--- src/hdl/osf_pkg.sv ---
// ----------------------------------------------------------------------------
// osf_pkg
// Shared types, register indexes and constants of the offset spike filter.
// ----------------------------------------------------------------------------
package osf_pkg;

    localparam int unsigned CFG_IDX_W  = 1;
    localparam int unsigned CFG_DATA_W = 16;

    localparam logic [CFG_IDX_W-1:0] CFG_SPIKE_GATE = 1'b0;
    localparam logic [CFG_IDX_W-1:0] CFG_LOG_SYNC   = 1'b1;

    localparam int unsigned LIMIT_W = 38;
    localparam logic [LIMIT_W-1:0] TWO_SEC_NS = 38'd2000000000;

    localparam logic [15:0] GATE_RESET = 16'd768;

    // controller to datapath commands
    typedef struct packed {
        logic load;
        logic test;
        logic decide;
        logic commit;
        logic sq;
        logic acc;
        logic ms_init;
        logic mn_init;
        logic mul_step;
        logic diff;
        logic root_step;
        logic div_init;
        logic div_step;
        logic fin;
        logic out_load;
    } t_cmd;

    // datapath to controller status
    typedef struct packed {
        logic spike;
        logic cnt_ge2;
        logic walk_last;
        logic bit_last;
        logic out_free;
    } t_stat;

    // two sync intervals in ns
    function automatic logic [LIMIT_W-1:0] f_sync_limit(input logic signed [3:0] lsi);
        logic [2:0] amt;
        begin
            amt = lsi[3] ? 3'(-lsi) : lsi[2:0];
            if (lsi == 4'sb1000) begin
                f_sync_limit = TWO_SEC_NS >> 8;
            end else if (lsi[3]) begin
                f_sync_limit = TWO_SEC_NS >> amt;
            end else begin
                f_sync_limit = TWO_SEC_NS << amt;
            end
        end
    endfunction

endpackage

--- src/hdl/osf_ctrl.sv ---
// ----------------------------------------------------------------------------
// osf_ctrl
// Sequencer: spike test, window update, window walk, squaring, root, divide.
// ----------------------------------------------------------------------------
module osf_ctrl (
    input  logic           i_clk,
    input  logic           i_rst_n,
    input  logic           i_in_valid,
    input  osf_pkg::t_stat i_stat,
    output logic           o_in_ready,
    output osf_pkg::t_cmd  o_cmd
);

    import osf_pkg::*;

    localparam logic [4:0] S_IDLE   = 5'd0;
    localparam logic [4:0] S_TEST   = 5'd1;
    localparam logic [4:0] S_DECIDE = 5'd2;
    localparam logic [4:0] S_COMMIT = 5'd3;
    localparam logic [4:0] S_POST   = 5'd4;
    localparam logic [4:0] S_RD     = 5'd5;
    localparam logic [4:0] S_SQ     = 5'd6;
    localparam logic [4:0] S_ACC    = 5'd7;
    localparam logic [4:0] S_MSINIT = 5'd8;
    localparam logic [4:0] S_MS     = 5'd9;
    localparam logic [4:0] S_MNINIT = 5'd10;
    localparam logic [4:0] S_MN     = 5'd11;
    localparam logic [4:0] S_DIFF   = 5'd12;
    localparam logic [4:0] S_ROOT   = 5'd13;
    localparam logic [4:0] S_DINIT  = 5'd14;
    localparam logic [4:0] S_DIV    = 5'd15;
    localparam logic [4:0] S_FIN    = 5'd16;
    localparam logic [4:0] S_RESULT = 5'd17;

    logic [4:0] r_state;
    logic [4:0] n_state;

    always_comb begin
        n_state = r_state;
        o_cmd   = '0;
        case (r_state)
            S_IDLE: begin
                if (i_in_valid) begin
                    o_cmd.load = 1'b1;
                    n_state    = S_TEST;
                end
            end
            S_TEST: begin
                o_cmd.test = 1'b1;
                n_state    = S_DECIDE;
            end
            S_DECIDE: begin
                o_cmd.decide = 1'b1;
                n_state      = i_stat.spike ? S_RESULT : S_COMMIT;
            end
            S_COMMIT: begin
                o_cmd.commit = 1'b1;
                n_state      = S_POST;
            end
            S_POST: begin
                n_state = i_stat.cnt_ge2 ? S_RD : S_RESULT;
            end
            S_RD: begin
                n_state = S_SQ;
            end
            S_SQ: begin
                o_cmd.sq = 1'b1;
                n_state  = S_ACC;
            end
            S_ACC: begin
                o_cmd.acc = 1'b1;
                n_state   = i_stat.walk_last ? S_MSINIT : S_RD;
            end
            S_MSINIT: begin
                o_cmd.ms_init = 1'b1;
                n_state       = S_MS;
            end
            S_MS: begin
                o_cmd.mul_step = 1'b1;
                if (i_stat.bit_last) begin
                    n_state = S_MNINIT;
                end
            end
            S_MNINIT: begin
                o_cmd.mn_init = 1'b1;
                n_state       = S_MN;
            end
            S_MN: begin
                o_cmd.mul_step = 1'b1;
                if (i_stat.bit_last) begin
                    n_state = S_DIFF;
                end
            end
            S_DIFF: begin
                o_cmd.diff = 1'b1;
                n_state    = S_ROOT;
            end
            S_ROOT: begin
                o_cmd.root_step = 1'b1;
                if (i_stat.bit_last) begin
                    n_state = S_DINIT;
                end
            end
            S_DINIT: begin
                o_cmd.div_init = 1'b1;
                n_state        = S_DIV;
            end
            S_DIV: begin
                o_cmd.div_step = 1'b1;
                if (i_stat.bit_last) begin
                    n_state = S_FIN;
                end
            end
            S_FIN: begin
                o_cmd.fin = 1'b1;
                n_state   = S_RESULT;
            end
            S_RESULT: begin
                if (i_stat.out_free) begin
                    o_cmd.out_load = 1'b1;
                    n_state        = S_IDLE;
                end
            end
            default: begin
                n_state = S_IDLE;
            end
        endcase
    end

    always_ff @(posedge i_clk) begin
        if (!i_rst_n) begin
            r_state <= S_IDLE;
        end else begin
            r_state <= n_state;
        end
    end

    assign o_in_ready = (r_state == S_IDLE);

endmodule

--- config.mk ---
export PLATFORM = sky130hd
export DESIGN_NAME = osf_ctrl
export DESIGN_NICKNAME = d
export VERILOG_FILES = /design/src/hdl/osf_pkg.sv /design/src/hdl/osf_ctrl.sv
export SDC_FILE = /design/constraint.sdc
export NUM_CORES = 1
export LEC_CHECK = 0
export BUFFER_PORTS_ARGS = -buffer_cell sky130_fd_sc_hd__buf_4
export CAP_MARGIN = 10
export CORE_AREA = 3 3 40 42
export DETAILED_ROUTE_END_ITERATION = 8
export DIE_AREA = 0 0 43 45
export HOLD_SLACK_MARGIN = 0.08
export MAX_ROUTING_LAYER = met4
export PLACE_DENSITY = 0.64
export SYNTH_ARGS = -nofsm -noshare
export SYNTH_HDL_FRONTEND = slang
export SYNTH_SLANG_ARGS = --single-unit
export TNS_END_PERCENT = 10
--- constraint.sdc ---
create_clock -name i_clk -period 3.1 [get_ports i_clk]
set_clock_uncertainty 0.05 [all_clocks]
set_input_delay 0.62 -clock i_clk [delete_from_list [all_inputs] [get_ports i_clk]]
set_output_delay 0.62 -clock i_clk [all_outputs]
set_load 0.01 [all_outputs]
## After elaboration in Yosys (flattened, before gate mapping)

Cells that the tools add are included.

| word-level totals | value |
|---|---|
| bits in registers | 5 |
| output and inout bits | 16 |
| word-level logic and storage cells | 54 |

| operators by class | value |
|---|---|
| reductions and logical operators | 3 |
| equal/unequal tests | 23 |
| mux-type cells | 27 |

Operators by type and width:

| cell | count |
|---|---|
| case mux 5 bit (18 select lines) | 1 |
| == test 5 x 4 -> 1 bit (second input constant) | 8 |
| two-way mux 5 bit | 8 |
| == test 5 x 3 -> 1 bit (second input constant) | 4 |
| two-way mux 1 bit | 17 |
| != test 2 bit (second input constant) | 6 |
| == test 5 x 2 -> 1 bit (second input constant) | 2 |
| == test 5 bit (second input constant) | 2 |
| AND reduction 6 bit | 1 |
| == test 5 x 1 -> 1 bit (second input constant) | 1 |
| logical NOT 5 bit | 1 |
| two-way mux 4 bit | 1 |
| OR reduction 2 bit | 1 |

## Depth between registers and ports, before layout

Gate-level depths: netlist of the first run.

| depth | value |
|---|---|
| depth after elaboration | 3 |
| gate-level depth with buffers | 5 |
| gate-level depth less buffers | 4 |

## Least setup slack after synthesis of the first run

No wires, ideal clock.

| path | value |
|---|---|
| path kind | reg-to-output |
| from | register r_state[4] |
| to | output port o_cmd[0] in the netlist's numbering |
| path buffers | 0 |
| data arrival time | 1131 ps |
| stages on the path, launching flop included | 4 |
| setup slack | 1299 ps |
| cell sequence | dfxtp_1 > inv_2 > or4_4 > nor2_1 |

RTL lines:

| what | RTL line | text |
|---|---|---|
| from (decl) | osf_ctrl.sv:35 | `logic [4:0] r_state;` |
| from (signal assigned) | osf_ctrl.sv:134 | `r_state <= n_state;` |
| to (decl) | osf_ctrl.sv:11 | `output osf_pkg::t_cmd o_cmd` |

==> flow_summary_export.csv, run 1 <==
group,metric,value,unit
place,gp_congestion,0.825,
synthesis,synth_ff_type,"dfxtp_1",
synthesis,netlist_area,489,sq um
detailed_routing,drt_iter0_drc,13,
sta,slew_viol_final,0,
layout,regMostFlops,"r_state",
synthesis,synth_commonest_cells,"19 x nor2_1, 6 x nand2_1, 5 x dfxtp_1",
layout,syn2layout_area_growth,40.2,%
synthesis,synth_area_leaders,"dfxtp_1 20%, nor2_1 15%, nand2_1 4.6%",
sta,rsz0062_at_grt,"no",
sta,clock.fmax,439,MHz
critical_path,cp-start-kind,"flop",
place,dp_cells,110,
detailed_routing,ant_nets,0,
floorplanning,dieWidth,43,um
clock_tree,ctsHoldBuffers,0,
critical_path,reg2reg_depth,4,
critical_path,timing.rr.start,"r_state[3]$_SDFFE_PN0P_",
detailed_routing,drt_pass1_iterations,4,
power_and_ir_drop,power_density,322,nW/um^2
global_route,grt_pass1_wl,2460,um
detailed_routing,vias,610,
synthesis,synth_edf_count,0,
floorplanning,io_pins,24,
detailed_routing,wl_per_cell,12.4,um
clock_tree,htree_levels,1,
layout,instances_no_fill,114,
critical_path,cp.required,2430,ps
detailed_routing,drt_wl_total,1410,um
detailed_routing,drc_errors,0,
clock_tree,cts-root-buf,"clkbuf_4",
place,numPortBuffers,23,
synthesis,synth_top_area_cell,"dfxtp_1",
clock_tree,clk_pin_slew,40,ps
layout,drive_gt1_frac,0.303,
worst_hold_path,worstHoldPathCells,2,
worst_hold_path,hp-start,"r_state[0]$_SDFFE_PN0P_",
clock_tree,clk_latency,230,ps
floorplanning,die_h,45,um
critical_path,worstPathArrival,1610,ps
synthesis,synth_nets,85,
floorplanning,start_util,0.381,
sta,fin_ws,823,ps
synthesis,ys_ff_latch,5,
sta,tns,0,ps
sta,hold_viol_final,0,
synthesis,synth_seq_area_share,0.205,
synthesis,synth_warnings,0,
sta,relSlewSlack,0.661,
sta,finalCritPeriodShare,0.735,
floorplanning,dieArea,1940,sq um
power_and_ir_drop,peakVddDrop,0.000203,V
synthesis,yosysMostFrequentCell,"nor2_1",
critical_path,crit_start,"r_state[0]$_SDFFE_PN0P_",
global_route,grt_max_degree,17,
synthesis,synth_cell_type_count,33,
critical_path,critPathKind,"reg2out",
clock_tree,numCtsBuffers,3,
layout,nNetsFinal,108,
synthesis,syn_avg_cell_area,6.35,sq um
clock_tree,cts_tree,"yes",
floorplanning,core_area,1280,sq um
clock_tree,cts.repair.resized,0,
clock_tree,cts.sinks,5,
flow_run,drv_cap,0,
synthesis,synth_top_area_frac,0.205,
clock_tree,clockBufferDepth,2,
place,hpwl,1110,um
critical_path,path_max_fanout,13,
global_route,grt_use_total,0.173,
floorplanning,std_cell_rows,13,
clock_tree,postCtsSetupBuffers,0,
sta,layout_min_cycle_time,2280,ps
detailed_routing,avgViaCountPerCell,5.35,
place,pre_cts_slack,1100,ps
global_route,grt_overflow,0,
synthesis,synth-async-reset-ratio,0,
layout,largest_reg_flops,5,
critical_path,end_kind,"primary output",
layout,top_regs,"r_state x5",
global_route,antenna_found_initial,0,
run_status,status,"finished clean",
sta,worstMarginPinSlew,507,ps
worst_hold_path,hold_class,"reg2reg",
sta,setup_viol,0,
global_route,grt_pass1_vias,557,
synthesis,synth_cells,77,
power_and_ir_drop,power.static_leakage,0.303,nW
layout,diodes,0,
-- cell type report --
class,instances,area (sq um)
clock buffers,4,26.3
fillers,133,599
inverters,3,11.3
multi-input cells,64,357
flip-flops and latches,5,100
well taps,15,18.8
repair buffers,23,173
-- stage by stage --
stage               power, mW  hold slack, ps   util  cell area [sq um]
floorplan               0.121             548      -                489
global placement        0.149             564  0.513                659
detailed placement      0.150             567  0.513                659
CTS                     0.225             572  0.534                686
global route            0.242             575  0.534                686
finish                  0.221             588  0.534                686
-- layout by cell type, fill, tap and decap left out, types with 2 or more instances in the layout --
| cell | netlist | final |
|---|---|---|
| nand2b_1 | 3 | 3 |
| a32oi_1 | 2 | 2 |
| dfxtp_1 | 5 | 5 |
| nand4_1 | 3 | 3 |
| nor3_1 | 3 | 3 |
| clkbuf_4 | 0 | 3 |
| nand2_1 | 6 | 6 |
| nor2_1 | 19 | 19 |
| buf_4 | 0 | 23 |
| a21oi_1 | 4 | 4 |
| o21ai_0 | 2 | 2 |
| inv_1 | 2 | 2 |
| nand3_1 | 2 | 2 |
| o2bb2ai_1 | 2 | 2 |
-- routing by layer --
| layer | up-vias | share of wire | GRT usage |
|---|---|---|---|
| met4 | 0 | 0.0071 | 0.102 |
| met1 | 264 | 0.45 | 0.224 |
| met2 | 26 | 0.46 | 0.246 |
| met5 | - | 0 | - |
| met3 | 2 | 0.088 | 0.0398 |
| li1 | 318 | - | - |
-- kinds of logic after synthesis --
family,after synthesis,synth area share
and+or+nand+nor,48,0.504
buffers and inverters,8,0.0665
DFF,5,0.205
AOI/OAI and AO/OA,16,0.225
-- final timing paths --
| path | end | slack (ps) |
|---|---|---|
| max | o_cmd[0] | 820 |
| min | r_state[2]$_SDFFE_PN0P_ | 590 |
| max reg2reg | r_state[2]$_SDFFE_PN0P_ | 1460 |
| min reg2reg | r_state[2]$_SDFFE_PN0P_ | 590 |
-- critical path, cell delays in order, from the launching register on --
cell      delay (ps)
dfxtp_1          530
nand2b_1         160
or4_4            440
nor2_1           110
buf_4            130
-- power by group --
part	leakage [nW]	internal, mW	switching (mW)
logic	0.247	0.0335	0.0354
clock network	0.0150	0.0484	0.0230
registers	0.0408	0.0687	0.0119
Note: power is estimated with default switching activity, not from simulation.
==> run 2: changes to the inputs <==
--- a/config.mk
+++ b/config.mk
@@ -5,14 +5,15 @@
 export SDC_FILE = /design/constraint.sdc
 export NUM_CORES = 1
 export LEC_CHECK = 0
+export ABC_AREA = 1
 export BUFFER_PORTS_ARGS = -buffer_cell sky130_fd_sc_hd__buf_4
 export CAP_MARGIN = 10
-export CORE_AREA = 3 3 40 42
+export CORE_MARGIN = 3
+export CORE_UTILIZATION = 40
 export DETAILED_ROUTE_END_ITERATION = 8
-export DIE_AREA = 0 0 43 45
 export HOLD_SLACK_MARGIN = 0.08
 export MAX_ROUTING_LAYER = met4
-export PLACE_DENSITY = 0.64
+export PLACE_DENSITY = 0.68
 export SYNTH_ARGS = -nofsm -noshare
 export SYNTH_HDL_FRONTEND = slang
 export SYNTH_SLANG_ARGS = --single-unit
==> constraint.sdc (replaced) <==
create_clock -name i_clk -period 1.96 [get_ports i_clk]
set_clock_uncertainty 0.05 [all_clocks]
set_input_delay 0.392 -clock i_clk [delete_from_list [all_inputs] [get_ports i_clk]]
set_output_delay 0.392 -clock i_clk [all_outputs]
set_load 0.01 [all_outputs]
==> run 2 against run 1 <==
Against the previous run: first-iteration DRC count grew to 3.2 times the previous value; core utilization grew 7.1 points; worst setup slack lost 680 ps; critical endpoint unchanged.
==> flow_summary_export.csv, run 2 <==
group,metric,value,unit
place,dp_cells,146,
layout,fin_area,826,sq um
critical_path,slowest_delay,430,ps
detailed_routing,vias,797,
place,placed_area,793,sq um
critical_path,cp-start-kind,"flop",
place,gp_congestion,0.948,
global_route,grt_pass1_wl,3040,um
critical_path,cp.required,1520,ps
critical_path,cp-endpoint,"o_cmd[0]",
sta,finalCritPeriodShare,0.928,
clock_tree,cts_tree,"yes",
synthesis,syn_avg_cell_area,5.66,sq um
synthesis,synth_edf_count,0,
synthesis,synth_cell_type_count,20,
critical_path,path_cells,"inv_4 > nor2_1 > nand3_2 > nor2_1 > buf_4",
power_and_ir_drop,power_density,920,nW/um^2
sta,clock.fmax,550,MHz
critical_path,cp_common_cell,"nor2_1",
synthesis,synth_ff_type,"dfxtp_1",
global_route,grtUsageMet2,0.316,
floorplanning,core_area,1370,sq um
detailed_routing,drt_pass1_iterations,4,
sta,worstMarginPinSlew,305,ps
critical_path,r2r_end,"r_state[0]$_SDFFE_PN0P_",
global_route,grt_overflow,0,
synthesis,synth_cells,109,
clock_tree,cts-root-buf,"clkbuf_4",
synthesis,synth_nets,117,
floorplanning,std_cell_rows,13,
sta,slew_viol_final,0,
layout,top_regs,"r_state x5",
layout,fillers,149,
critical_path,timing.rr.start,"r_state[0]$_SDFFE_PN0P_",
place,pre_cts_slack,290,ps
power_and_ir_drop,total_power,0.759,mW
sta,layout_min_cycle_time,1820,ps
global_route,busiest_layer,"met2",
detailed_routing,ant_nets,0,
layout,final_util,0.604,
synthesis,ys_ff_latch,5,
power_and_ir_drop,power.static_leakage,0.460,nW
global_route,use_met3,0.0598,
power_and_ir_drop,peakVddDrop,0.000547,V
layout,drive_gt1_frac,0.370,
place,numPortBuffers,23,
critical_path,reg2reg_depth,8,
sta,rsz0062_at_grt,"no",
power_and_ir_drop,switchingPower,0.382,mW
sta,whs,394,ps
run_status,status,"finished clean",
power_and_ir_drop,p_sw_frac,0.504,
layout,syn2layout_area_growth,33.9,%
critical_path,end_kind,"primary output",
clock_tree,cts.sinks,5,
synthesis,synth_seq_area_share,0.162,
synthesis,synth-async-reset-ratio,0,
detailed_routing,wl_per_cell,12.4,um
power_and_ir_drop,p_seq_frac,0.232,
clock_tree,htree_levels,1,
sta,setup_viol,0,
global_route,grt_pass1_vias,685,
detailed_routing,drt_wl_total,1860,um
critical_path,slowest_stage,"dfxtp_2",
critical_path,critPathKind,"reg2out",
layout,diodes,0,
floorplanning,dieArea,2050,sq um
critical_path,crit_start,"r_state[0]$_SDFFE_PN0P_",
sta,hold_viol_final,0,
global_route,use_met1,0.272,
critical_path,crit_family,"simple AND/OR/NAND/NOR gates",
sta,tns,0,ps
synthesis,yosysMostFrequentCell,"nand2_1",
clock_tree,clockBufferDepth,2,
global_route,grt_max_degree,15,
power_and_ir_drop,clkPwrFrac,0.158,
critical_path,worstPathArrival,1380,ps
critical_path,path_depth,5,
power_and_ir_drop,intPower,0.377,mW
floorplanning,start_util,0.451,
layout,largest_reg_flops,5,
synthesis,synth_warnings,0,
layout,instances_no_fill,150,
layout,regMostFlops,"r_state",
layout,regArea,101,sq um
synthesis,netlist_area,617,sq um
critical_path,path_max_fanout,8,
sta,relSlewSlack,0.797,
global_route,grt_use_total,0.204,
floorplanning,io_pins,24,
worst_hold_path,hold_class,"in2reg",
detailed_routing,drt_iter0_drc,42,
detailed_routing,avgViaCountPerCell,5.31,
floorplanning,die_h,45.3,um
layout,multi_input_area,423,sq um
critical_path,path_buf_inv,2,
place,hpwl,1530,um
sta,fin_ws,141,ps
clock_tree,clk_pin_slew,50,ps
synthesis,synth_top_area_frac,0.162,
clock_tree,clk_latency,240,ps
synthesis,synth_top_area_cell,"dfxtp_1",
layout,final_cell_mix,"24 x nand2_1, 24 x buf_4, 14 x inv_1",
clock_tree,numCtsBuffers,3,
synthesis,synth_area_leaders,"dfxtp_1 16%, nand2_1 15%, nand3_1 8.9%",
synthesis,synth_commonest_cells,"24 x nand2_1, 14 x inv_1, 14 x nor2_1",
critical_path,r2r_setup_slack,490,ps
power_and_ir_drop,p_comb_frac,0.610,
floorplanning,dieWidth,45.3,um
detailed_routing,drc_errors,0,
flow_run,drv_cap,0,
layout,nNetsFinal,144,
global_route,antenna_found_initial,0,
## run 2: power groups by stage
stage / Clock [mW] / Combinational (mW) / Sequential [mW]
3_5_place_dp: 0 / 0.454 / 0.174
5_1_grt: 0.139 / 0.510 / 0.180
6_report: 0.120 / 0.463 / 0.176
4_1_cts: 0.126 / 0.458 / 0.172
3_3_place_gp: 0 / 0.450 / 0.175
2_1_floorplan: 0 / 0.350 / 0.144
## run 2: how the worst min path moves through the flow
stage,from,to,slack [ps],cells after the start
floorplan,r_state[1]$_SDFFE_PN0P_,r_state[1]$_SDFFE_PN0P_,480,2
global placement,r_state[1]$_SDFFE_PN0P_,r_state[1]$_SDFFE_PN0P_,530,2
detailed placement,r_state[1]$_SDFFE_PN0P_,r_state[1]$_SDFFE_PN0P_,530,2
CTS,i_stat[0],r_state[4]$_SDFFE_PN0P_,380,4
global route,i_rst_n,r_state[1]$_SDFFE_PN0P_,390,3
finish,i_stat[0],r_state[4]$_SDFFE_PN0P_,390,4
## run 2: worst reg2reg max path: stages, from the launching register on
cell	delay, ps
dfxtp_2	430
inv_4	70
nor2_1	230
nand3_2	160
nor2_4	150
inv_2	50
nand3_2	60
nand2_1	70
a21oi_1	130
## run 2: what timing repair did
action,4_1_cts,5_1_grt
endpoints found under the hold margin,0,0
setup endpoints to repair,0,4
setup buffers,0,0
resized for setup,0,3
hold buffers,0,0
## run 2: layout make-up
cell class	instances	area share
multi-input combinational	83	0.512
clock buffer	4	0.0318
tap	15	0.0227
timing repair buffer	24	0.218
inverter	19	0.0924
sequential	5	0.123
## run 2: logic make-up (layout without fill, tap and decap cells)
group | Yosys count | after routing | synth area share
simple gates | 75 | 75 | 0.611
buf+inv | 21 | 47 | 0.156
flops | 5 | 5 | 0.162
compound gates | 8 | 8 | 0.0710
## run 2: routing by layer
layer  up-vias  routed length (um)
met5         -                   0
met4         0                   0
met3         0                 178
met2        48                 893
met1       346                 787
li1        403                   -
